`src/design/stxdf_pkg.sv`:
```
`timescale 1ns / 1ps
`default_nettype none

package stxdf_pkg;

	// start-of-frame marker
	localparam logic [7:0] STX_BYTE = 8'h02;

	// deframer phase codes
	localparam logic [2:0] PH_HUNT     = 3'd0;
	localparam logic [2:0] PH_LEN_H    = 3'd1;
	localparam logic [2:0] PH_LEN_L    = 3'd2;
	localparam logic [2:0] PH_STATUS   = 3'd3;
	localparam logic [2:0] PH_PAYLOAD  = 3'd4;
	localparam logic [2:0] PH_CHECK    = 3'd5;
	localparam logic [2:0] PH_ZERO_END = 3'd6;

	// result kinds
	localparam logic [1:0] KIND_PAYLOAD   = 2'd0;
	localparam logic [1:0] KIND_END       = 2'd1;
	localparam logic [1:0] KIND_BAD_START = 2'd2;
	localparam logic [1:0] KIND_ZERO_LEN  = 2'd3;

	typedef struct packed {
		logic [1:0]  kind;
		logic [7:0]  pbyte;
		logic [7:0]  status;
		logic [15:0] plen;
	} result_t;

endpackage

`default_nettype wire

```
`src/design/stx_length_response_deframer.sv`:
```
`timescale 1ns / 1ps
`default_nettype none

// Channel   Direction  Handshake            Payload
// in        receive    in_valid / in_stall  rx_byte[7:0]
// out       send       out_valid/ out_stall out_kind[1:0], payload_byte[7:0],
//                                           status_code[7:0], payload_length[15:0]
//
// One word in per cycle while no result is held with out_stall high. A word is
// captured in the input register (_s1) and, on the next advancing cycle, the phase
// machine consumes it and loads the result register.
// arst_n clears valid flags and the frame state (hunting for STX).
// The whole pipe advances unless a result is held with out_stall high; then
// in_stall is raised and both registers hold.

module stx_length_response_deframer
	import stxdf_pkg::*;
(
	input  wire logic        clk,
	input  wire logic        arst_n,
	input  wire logic        in_valid,
	output logic             in_stall,
	input  wire logic [7:0]  rx_byte,
	output logic             out_valid,
	input  wire logic        out_stall,
	output logic [1:0]       out_kind,
	output logic [7:0]       payload_byte,
	output logic [7:0]       status_code,
	output logic [15:0]      payload_length
);

	// pipeline advance: only a held result blocks progress
	logic advance;
	assign advance  = !(out_valid && out_stall);
	assign in_stall = !advance;

	// input register
	logic       valid_s1;
	logic [7:0] byte_s1;

	always_ff @(posedge clk or negedge arst_n) begin
		if (!arst_n) begin
			valid_s1 <= 1'b0;
		end else if (advance) begin
			valid_s1 <= in_valid;
		end
	end

	always_ff @(posedge clk) begin
		if (advance && in_valid) begin
			byte_s1 <= rx_byte;
		end
	end

	// frame state
	logic [2:0]  phase_q;
	logic [7:0]  length_high_q;
	logic [15:0] bytes_left_q;
	logic [7:0]  frame_status_q;
	logic [15:0] frame_length_q;

	logic [2:0]  phase_d;
	logic [7:0]  length_high_d;
	logic [15:0] bytes_left_d;
	logic [7:0]  frame_status_d;
	logic [15:0] frame_length_d;
	logic        emit;
	result_t     res;
	logic [15:0] len;
	logic [15:0] left_dec;

	assign len      = {length_high_q, byte_s1};
	assign left_dec = bytes_left_q - 16'd1;

	always_comb begin
		phase_d        = phase_q;
		length_high_d  = length_high_q;
		bytes_left_d   = bytes_left_q;
		frame_status_d = frame_status_q;
		frame_length_d = frame_length_q;
		emit           = 1'b0;
		res            = '0;
		unique case (phase_q)
			PH_LEN_H: begin
				length_high_d = byte_s1;
				phase_d       = PH_LEN_L;
			end
			PH_LEN_L: begin
				if (len == 16'd0) begin
					// zero length: no status byte, next word closes it as malformed
					phase_d = PH_ZERO_END;
				end else begin
					// length counts the status byte, so payload is one less
					frame_length_d = len - 16'd1;
					bytes_left_d   = len - 16'd1;
					phase_d        = PH_STATUS;
				end
			end
			PH_STATUS: begin
				frame_status_d = byte_s1;
				phase_d        = (bytes_left_q == 16'd0) ? PH_CHECK : PH_PAYLOAD;
			end
			PH_PAYLOAD: begin
				bytes_left_d = left_dec;
				if (left_dec == 16'd0) begin
					phase_d = PH_CHECK;
				end
				emit      = 1'b1;
				res.kind  = KIND_PAYLOAD;
				res.pbyte = byte_s1;
			end
			PH_CHECK: begin
				// trailing check byte is consumed unchecked
				phase_d    = PH_HUNT;
				emit       = 1'b1;
				res.kind   = KIND_END;
				res.status = frame_status_q;
				res.plen   = frame_length_q;
			end
			PH_ZERO_END: begin
				phase_d  = PH_HUNT;
				emit     = 1'b1;
				res.kind = KIND_ZERO_LEN;
			end
			default: begin
				// hunting, and unused codes behave the same
				if (byte_s1 == STX_BYTE) begin
					phase_d = PH_LEN_H;
				end else begin
					phase_d  = PH_HUNT;
					emit     = 1'b1;
					res.kind = KIND_BAD_START;
				end
			end
		endcase
	end

	logic step;
	assign step = advance && valid_s1;

	always_ff @(posedge clk or negedge arst_n) begin
		if (!arst_n) begin
			phase_q        <= PH_HUNT;
			length_high_q  <= 8'd0;
			bytes_left_q   <= 16'd0;
			frame_status_q <= 8'd0;
			frame_length_q <= 16'd0;
		end else if (step) begin
			phase_q        <= phase_d;
			length_high_q  <= length_high_d;
			bytes_left_q   <= bytes_left_d;
			frame_status_q <= frame_status_d;
			frame_length_q <= frame_length_d;
		end
	end

	// result register
	logic    out_valid_q;
	result_t res_q;

	always_ff @(posedge clk or negedge arst_n) begin
		if (!arst_n) begin
			out_valid_q <= 1'b0;
		end else if (advance) begin
			out_valid_q <= step && emit;
		end
	end

	always_ff @(posedge clk) begin
		if (step && emit) begin
			res_q <= res;
		end
	end

	assign out_valid      = out_valid_q;
	assign out_kind       = res_q.kind;
	assign payload_byte   = res_q.pbyte;
	assign status_code    = res_q.status;
	assign payload_length = res_q.plen;

endmodule

`default_nettype wire
```
`config.mk`:
```
export PLATFORM = sky130hd
export DESIGN_NAME = stx_length_response_deframer
export DESIGN_NICKNAME = d
export VERILOG_FILES = /design/src/design/stxdf_pkg.sv /design/src/design/stx_length_response_deframer.sv
export SDC_FILE = /design/constraint.sdc
export NUM_CORES = 1
export LEC_CHECK = 0
export ABC_AREA = 1
export BUFFER_PORTS_ARGS = -buffer_cell sky130_fd_sc_hd__buf_2
export CAP_MARGIN = 25
export CORE_MARGIN = 1
export CORE_UTILIZATION = 50
export DETAILED_ROUTE_END_ITERATION = 8
export GPL_ROUTABILITY_DRIVEN = 0
export PLACE_DENSITY = 0.67
export SYNTH_ARGS = -nofsm -noshare
export SYNTH_HDL_FRONTEND = slang
export SYNTH_SLANG_ARGS = --single-unit
```
`constraint.sdc`:
```
create_clock -name clk -period 4.9 [get_ports clk]
set_clock_uncertainty 0.15 [all_clocks]
set_input_delay 0.735 -clock clk [delete_from_list [all_inputs] [get_ports clk]]
set_output_delay 0.735 -clock clk [all_outputs]
set_load 0.01 [all_outputs]
```
==> impl_metrics.csv, run 1 <==
group,metric,value,unit
run_status,status,"finished with violations",
run_status,violations,"design-rule violations",
placement,io_buffers,47,
worst_setup_path,critPathMaxFanout,34,
clock_network,cts_tree,"yes",
worst_setup_path,required,4740,ps
finish,finalInstanceArea,0.00513,mm2
die,die-width,98.1,um
global_routing,grtUsageMet2,34.3,%
clock_network,cts_resized,0,
timing,worst_slack,1900,ps
drt,via_count,3565,
timing,hold_violations,0,
die,rows,34,
drt,drt_iter0_drc,196,
yosys,syn_inst,524,
die,core,0.00885,mm2
clock_network,cts_max_level,3,
yosys,syn_area,0.00462,mm2
flow_run,drv_cap,0,
drt,ant_nets,0,
finish,fin_nets,587,
drt,drt_first_pass_iters,6,
finish,fillerInstances,813,
clock_network,cts_root_buf,"clkbuf_8",
clock_network,clk_latency,360,ps
timing,rsz0062_at_grt,"false",
finish,antenna_cells,0,
global_routing,grt_max_degree,45,
worst_setup_path,rrSetupSlack,1900,ps
finish,area_growth,11.1,%
placement,place_inst,668,
drt,avgViaCountPerCell,5.21,
global_routing,grt-ovfl-total,0,
drt,wl,9820,um
finish,final_layout_size_suffix_gt1_share,16.7,%
clock_network,cts_buffer_depth,2,
power_and_ir_drop,leakage,2.31,nW
global_routing,grt_antenna_before_repair,0,
die,start_util,52.2,%
finish,final_core_util,58.0,%
drt,drc_errors,5,
yosys,syn_nets,540,
yosys,ys_types,30,
finish,multiInputGateArea,0.00168,mm2
finish,seq_area,0.00259,mm2
worst_setup_path,crit_type,"reg2reg",
finish,stdcell_count,684,
clock_network,numCtsBuffers,9,
power_and_ir_drop,ir_worst_vdd,0.263,mV
clock_network,numClockSinks,95,
timing,setup_viol,0,
yosys,synth_area_leaders,"dfrtp_1 (29%), edfxtp_1 (27%), nand2_1 (10%)",
clock_network,clk_pin_slew_worst_paths,100,ps
global_routing,globalRouteMet3Util,2.86,%
worst_setup_path,worst_setup_path_end_kind,"register",
yosys,ys_seq_area_share,56.0,%
yosys,yosys_warnings,0,
placement,dp_slack,1890,ps
worst_setup_path,reg2reg_depth,8,
timing,slew_violations,0,
yosys,ys_seq_elements,95,
global_routing,busiest_layer,"met2",
timing,period_minus_slack,3000,ps
timing,final.setup.tns,0,ps
global_routing,grt_pass1_vias,3380,
global_routing,use_met1,31.2,%
timing,fmax,0.333,GHz
die,die_area,0.00963,mm2
yosys,avgSynthCellArea,8.82,um2
placement,dp_hpwl,7220,um
power_and_ir_drop,p_per_area,610,mW/mm2
drt,wire_per_inst,14.4,um
timing,tightest_slew,912,ps
yosys,yosys.area.top_type,"dfrtp_1",
die,dieHeight,98.1,um
hold_path,hold_path.class,"in2async",
global_routing,track_usage,22.1,%
placement,placed_area,0.00495,mm2
timing,period_share,61.2,%
die,io_pins,48,
yosys,synth_top_area_share,28.7,%
clock_network,hold_buffers,0,
timing,max_slew_margin,39.0,%
clock_network,postCtsSetupBuffers,0,
worst_setup_path,cp-start-kind,"register",
worst_setup_path,cp_data_arrival_time,2840,ps
global_routing,grt_pass1_wl,16300,um
## synth_stat cells, drive strengths merged
cell type	number
o211ai	3
nand3	27
ha	4
xor2	11
nand2	124
buf	7
o2111ai	1
o22ai	4
o21ai	69
nor2	90
dfrtp	53
nand4	2
nor3	2
nand3b	3
edfxtp	42
inv	72
a21oi	3
clkbuf	7
## state kept, by name, indices dropped and copies added (netlist names)
signal	count
bytes_left_q	16
status_code	8
frame_length_q	16
payload_length	16
phase_q	3
out_valid	1
out_kind	2
payload_byte	8
length_high_q	8
frame_status_q	8
valid_s1	1
byte_s1	8
## critical path: stages, from the launching register on
cell and delay (ps):
dfrtp_1 400, inv_1 130, nor2_1 140, nand2_1 530
nand2_1 270, nor3_1 80, nand2_1 110, nand2_1 100
nor2_4 710
## final cells by class
class	instances	share of cell area (%)
clock buffers	10	2.49
clock inverters	6	1.00
inverters	72	5.27
multi-input cells	343	32.8
flip-flops and latches	95	50.4
well taps	108	2.63
repair buffers	50	5.41
## stage by stage
step           total power, mW  hold WS (ps)
2_1_floorplan             2.29           289
3_3_place_gp              2.62           318
3_5_place_dp              2.66           324
4_1_cts                   3.15          64.7
5_1_grt                   3.38          72.8
6_report                  3.13          66.1
## cell families after synthesis
kind of cell,share of synthesized area (%)
AO/OA/AOI/OAI,11.1
XOR/XNOR,2.09
AND/OR/NAND/NOR,22.0
buffers and inverters,7.72
flip-flops,56.0
adder cells (fa/ha/maj),1.08
## where the power goes
part	total, mW	leakage, nW	switching [mW]	internal (mW)
combinational	1.32	1.12	0.898	0.422
clock	0.487	0.0814	0.295	0.192
sequential	1.32	1.11	0.159	1.16
## path summary, 6_finish.rpt
check                             startpoint           endpoint
max                               phase_q[0]    payload_byte[5]
min                                   arst_n    bytes_left_q[8]
max reg2reg                       phase_q[0]    payload_byte[5]
min reg2reg                frame_status_q[4]  frame_status_q[4]
max in group asynchronous             arst_n  frame_length_q[4]
min in group clk           frame_status_q[4]  frame_status_q[4]
## metal layers
| layer | share of wire, % | vias to the layer above | wire length, um |
|---|---|---|---|
| li1 | - | 1766 | - |
| met1 | 47 | 1659 | 4600 |
| met2 | 46 | 113 | 4480 |
| met3 | 4.4 | 27 | 433 |
| met4 | 3.1 | 0 | 303 |
| met5 | 0 | - | 0 |
## layout by cell type, fill, tap and decap left out, drive strengths merged, types with 4 or more instances in the layout
| cell type | netlist | routed |
|---|---|---|
| nor2 | 90 | 90 |
| nand2 | 124 | 124 |
| o21ai | 69 | 69 |
| nand3 | 27 | 27 |
| xor2 | 11 | 11 |
| buf | 7 | 50 |
| ha | 4 | 4 |
| inv | 72 | 75 |
| clkbuf | 7 | 10 |
| dfrtp | 53 | 53 |
| o22ai | 4 | 4 |
| edfxtp | 42 | 42 |
Note: power is estimated with default switching activity, not from simulation.
==> inputs of run 2 (changes only) <==
--- a/config.mk
+++ b/config.mk
@@ -5,7 +5,7 @@
 export SDC_FILE = /design/constraint.sdc
 export NUM_CORES = 1
 export LEC_CHECK = 0
-export ABC_AREA = 1
+export ABC_AREA = 0
 export BUFFER_PORTS_ARGS = -buffer_cell sky130_fd_sc_hd__buf_2
 export CAP_MARGIN = 25
 export CORE_MARGIN = 1
==> constraint.sdc (replaced) <==
create_clock -name clk -period 2.8 [get_ports clk]
set_clock_uncertainty 0.15 [all_clocks]
set_input_delay 0.42 -clock clk [delete_from_list [all_inputs] [get_ports clk]]
set_output_delay 0.42 -clock clk [all_outputs]
set_load 0.01 [all_outputs]
==> run 2 against run 1 <==
Effect of this change: the flow still finishes with violations (design-rule violations); cell count is 17% lower; total power is 71% higher; sequential share of layout area is 1.0 points lower; critical path depth is 3 lower; register-to-register slack worse by 1600 ps; synthesized cell count is 22% lower; flip-flop and latch count stayed put; critical endpoint is now frame_length_q[15]; largest power group unchanged.
==> impl_metrics.csv, run 2 <==
group,metric,value,unit
timing,final.setup.tns,0,ps
power_and_ir_drop,netSwitchingFraction,38.0,%
worst_setup_path,worst_setup_path_end_kind,"register",
clock_network,cts_max_level,3,
placement,io_buffers,47,
worst_setup_path,r2r-start,"phase_q[2]",
power_and_ir_drop,leakage,2.10,nW
timing,rsz0062_at_grt,"false",
global_routing,track_usage,23.0,%
die,io_pins,48,
die,core,0.00885,mm2
power_and_ir_drop,p_switching,2.03,mW
timing,fmax,0.407,GHz
finish,stdcell_count,571,
finish,final_layout_size_suffix_gt1_share,24.8,%
yosys,ys_seq_elements,95,
worst_setup_path,cp-start-kind,"register",
drt,wl,10100,um
run_status,status,"finished with violations",
clock_network,cts_root_buf,"clkbuf_8",
finish,fin_nets,474,
finish,fillerInstances,774,
worst_setup_path,crit_type,"reg2reg",
global_routing,grt_max_degree,54,
clock_network,cts_resized,0,
timing,slew_violations,0,
yosys,avgSynthCellArea,11.3,um2
drt,avgViaCountPerCell,5.89,
power_and_ir_drop,power_frac_clock,17.0,%
finish,area_growth,13.2,%
hold_path,hold_path.class,"in2async",
worst_setup_path,rrSetupSlack,350,ps
flow_run,drv_cap,0,
drt,ant_nets,0,
yosys,syn_inst,408,
finish,final_common_cell,"dfrtp_1",
drt,wire_per_inst,17.7,um
run_status,violations,"design-rule violations",
yosys,synth_edf_count,42,
clock_network,postCtsSetupBuffers,0,
timing,max_slew_margin,53.3,%
yosys,ys.flop_type,"dfrtp_1",
worst_setup_path,crit_slowest_cell,"or3b_2",
drt,drt_iter0_drc,304,
timing,setup_viol,0,
worst_setup_path,crit_end,"frame_length_q[15]",
power_and_ir_drop,p_comb_share,37.0,%
global_routing,grt_pass1_vias,3317,
power_and_ir_drop,seqPwrFrac,46.0,%
yosys,synth_top_area_share,28.7,%
die,dieHeight,98.2,um
yosys,ys_types,67,
yosys,syn_nets,424,
power_and_ir_drop,p_per_area,1020,mW/mm2
yosys,synth.area.mux_share,4.62,%
clock_network,clk_pin_slew_worst_paths,90,ps
power_and_ir_drop,power.internal,3.32,mW
worst_setup_path,cp-startpoint,"phase_q[2]",
clock_network,hold_buffers,0,
die,die_area,0.00964,mm2
clock_network,numClockSinks,95,
yosys,synth_top_family_by_area,"simple AND/OR/NAND/NOR gates",
timing,tightest_slew,700,ps
die,start_util,52.3,%
finish,mostFrequentLayoutCells,"dfrtp_1 (53), buf_2 (47), edfxtp_1 (42)",
clock_network,numCtsBuffers,9,
clock_network,cts_tree,"yes",
yosys,ys_seq_area_share,55.9,%
yosys,yosys.area.top_type,"dfrtp_1",
worst_setup_path,critPathMaxFanout,18,
die,rows,34,
timing,period_share,87.7,%
placement,dp_hpwl,7260,um
placement,place_inst,555,
clock_network,clk_latency,370,ps
timing,hold_violations,0,
yosys,yosys-top-cells-count,"dfrtp_1 (53), edfxtp_1 (42), o21ai_0 (34)",
yosys,yosys_warnings,0,
yosys,async_reset_ff_share,55.8,%
power_and_ir_drop,ir_worst_vdd,0.451,mV
worst_setup_path,cp_data_arrival_time,2580,ps
clock_network,cts_buffer_depth,2,
worst_setup_path,required,2920,ps
die,die-width,98.2,um
drt,via_count,3365,
worst_setup_path,r2r-end,"frame_length_q[15]",
worst_setup_path,max_stage_delay,520,ps
worst_setup_path,cp_cell_sequence,"or3b_2 > a21oi_2 > o31a_2 > nand2_1 > o21ai_0",
drt,drt_first_pass_iters,9,
yosys,synth_area_leaders,"dfrtp_1 (29%), edfxtp_1 (27%), and2_1 (4.5%)",
yosys,synth_xor_area_share,2.46,%
timing,hold_slack,17.8,ps
yosys,synthSimpleGateAreaFrac,18.6,%
global_routing,grt_pass1_wl,17100,um
yosys,synth_fa_ha_area_share,1.08,%
worst_setup_path,reg2reg_depth,5,
yosys,syn_area,0.00463,mm2
finish,antenna_cells,0,
yosys,synthMostInstantiatedCell,"dfrtp_1",
global_routing,grt_antenna_before_repair,0,
drt,drc_errors,2,
global_routing,grt-ovfl-total,0,
yosys,synth_compound_area_share,14.0,%
timing,period_minus_slack,2450,ps
[run 2: layout make-up]
type                            instances  area, um2  area share (%)
Clock buffer                           10        128            2.44
Inverter                                8       30.0           0.573
Timing Repair Buffer                   66        390            7.45
Tap cell                              108        135            2.58
Multi-Input combinational cell        278       1900            36.2
Clock inverter                          6       68.8            1.31
Sequential cell                        95       2590            49.4
[run 2: worst min-delay path by stage]
stage,cells past startpoint,start,slack [ps],endpoint
finish,2,arst_n,20,out_valid
global route,1,rx_byte[0],70,byte_s1[0]
CTS,2,arst_n,40,out_valid
detailed placement,1,frame_length_q[14],320,frame_length_q[14]
global placement,1,frame_length_q[5],310,frame_length_q[5]
floorplan,0,arst_n,-30,bytes_left_q[0]
[run 2: layer usage]
| layer | vias up | share of wire, % | wire [um] | global-route usage [%] |
|---|---|---|---|---|
| li1 | 1599 | - | - | - |
| met3 | 18 | 4.7 | 475 | 3.36 |
| met2 | 123 | 47 | 4720 | 36.6 |
| met4 | 0 | 2.2 | 221 | 10.2 |
| met1 | 1625 | 46 | 4690 | 31.5 |
| met5 | - | 0 | 0 | 0 |
[run 2: worst max-delay path, delay by kind of cell, from the launching register on]
family	cells	cell delay (ps)
flops	1	480
simple gates	2	830
compound gates	3	910
[run 2: power by group through the flow]
stage / clock network, mW / logic [mW] / registers (mW)
6_report: 0.910 / 1.98 / 2.47
5_1_grt: 0.984 / 2.20 / 2.55
4_1_cts: 0.934 / 1.98 / 2.46
3_5_place_dp: 0 / 1.98 / 2.49
3_3_place_gp: 0 / 1.93 / 2.46
2_1_floorplan: 0 / 1.39 / 2.40
[run 2: cells by family (layout without fill, tap and decap cells)]
kind of cell               count (synthesis)  after routing
AOI/OAI and AO/OA                         97             97
adders and majority gates                  4              4
and+or+nand+nor                          145            145
DFF                                       95             95
buffers and inverters                     35             90
muxes                                     19             19
xor gates and xnor gates                  13             13
[run 2: per-stage QoR]
step | util (%) | power [mW] | setup slack [ps] | instance area, um2
6_report | 59.2 | 5.36 | 345 | 5240
2_1_floorplan | - | 3.79 | 191 | 4630
4_1_cts | 59.2 | 5.38 | 334 | 5240
3_5_place_dp | 57.0 | 4.47 | 359 | 5040
5_1_grt | 59.2 | 5.73 | 162 | 5240
3_3_place_gp | 56.9 | 4.39 | 421 | 5030
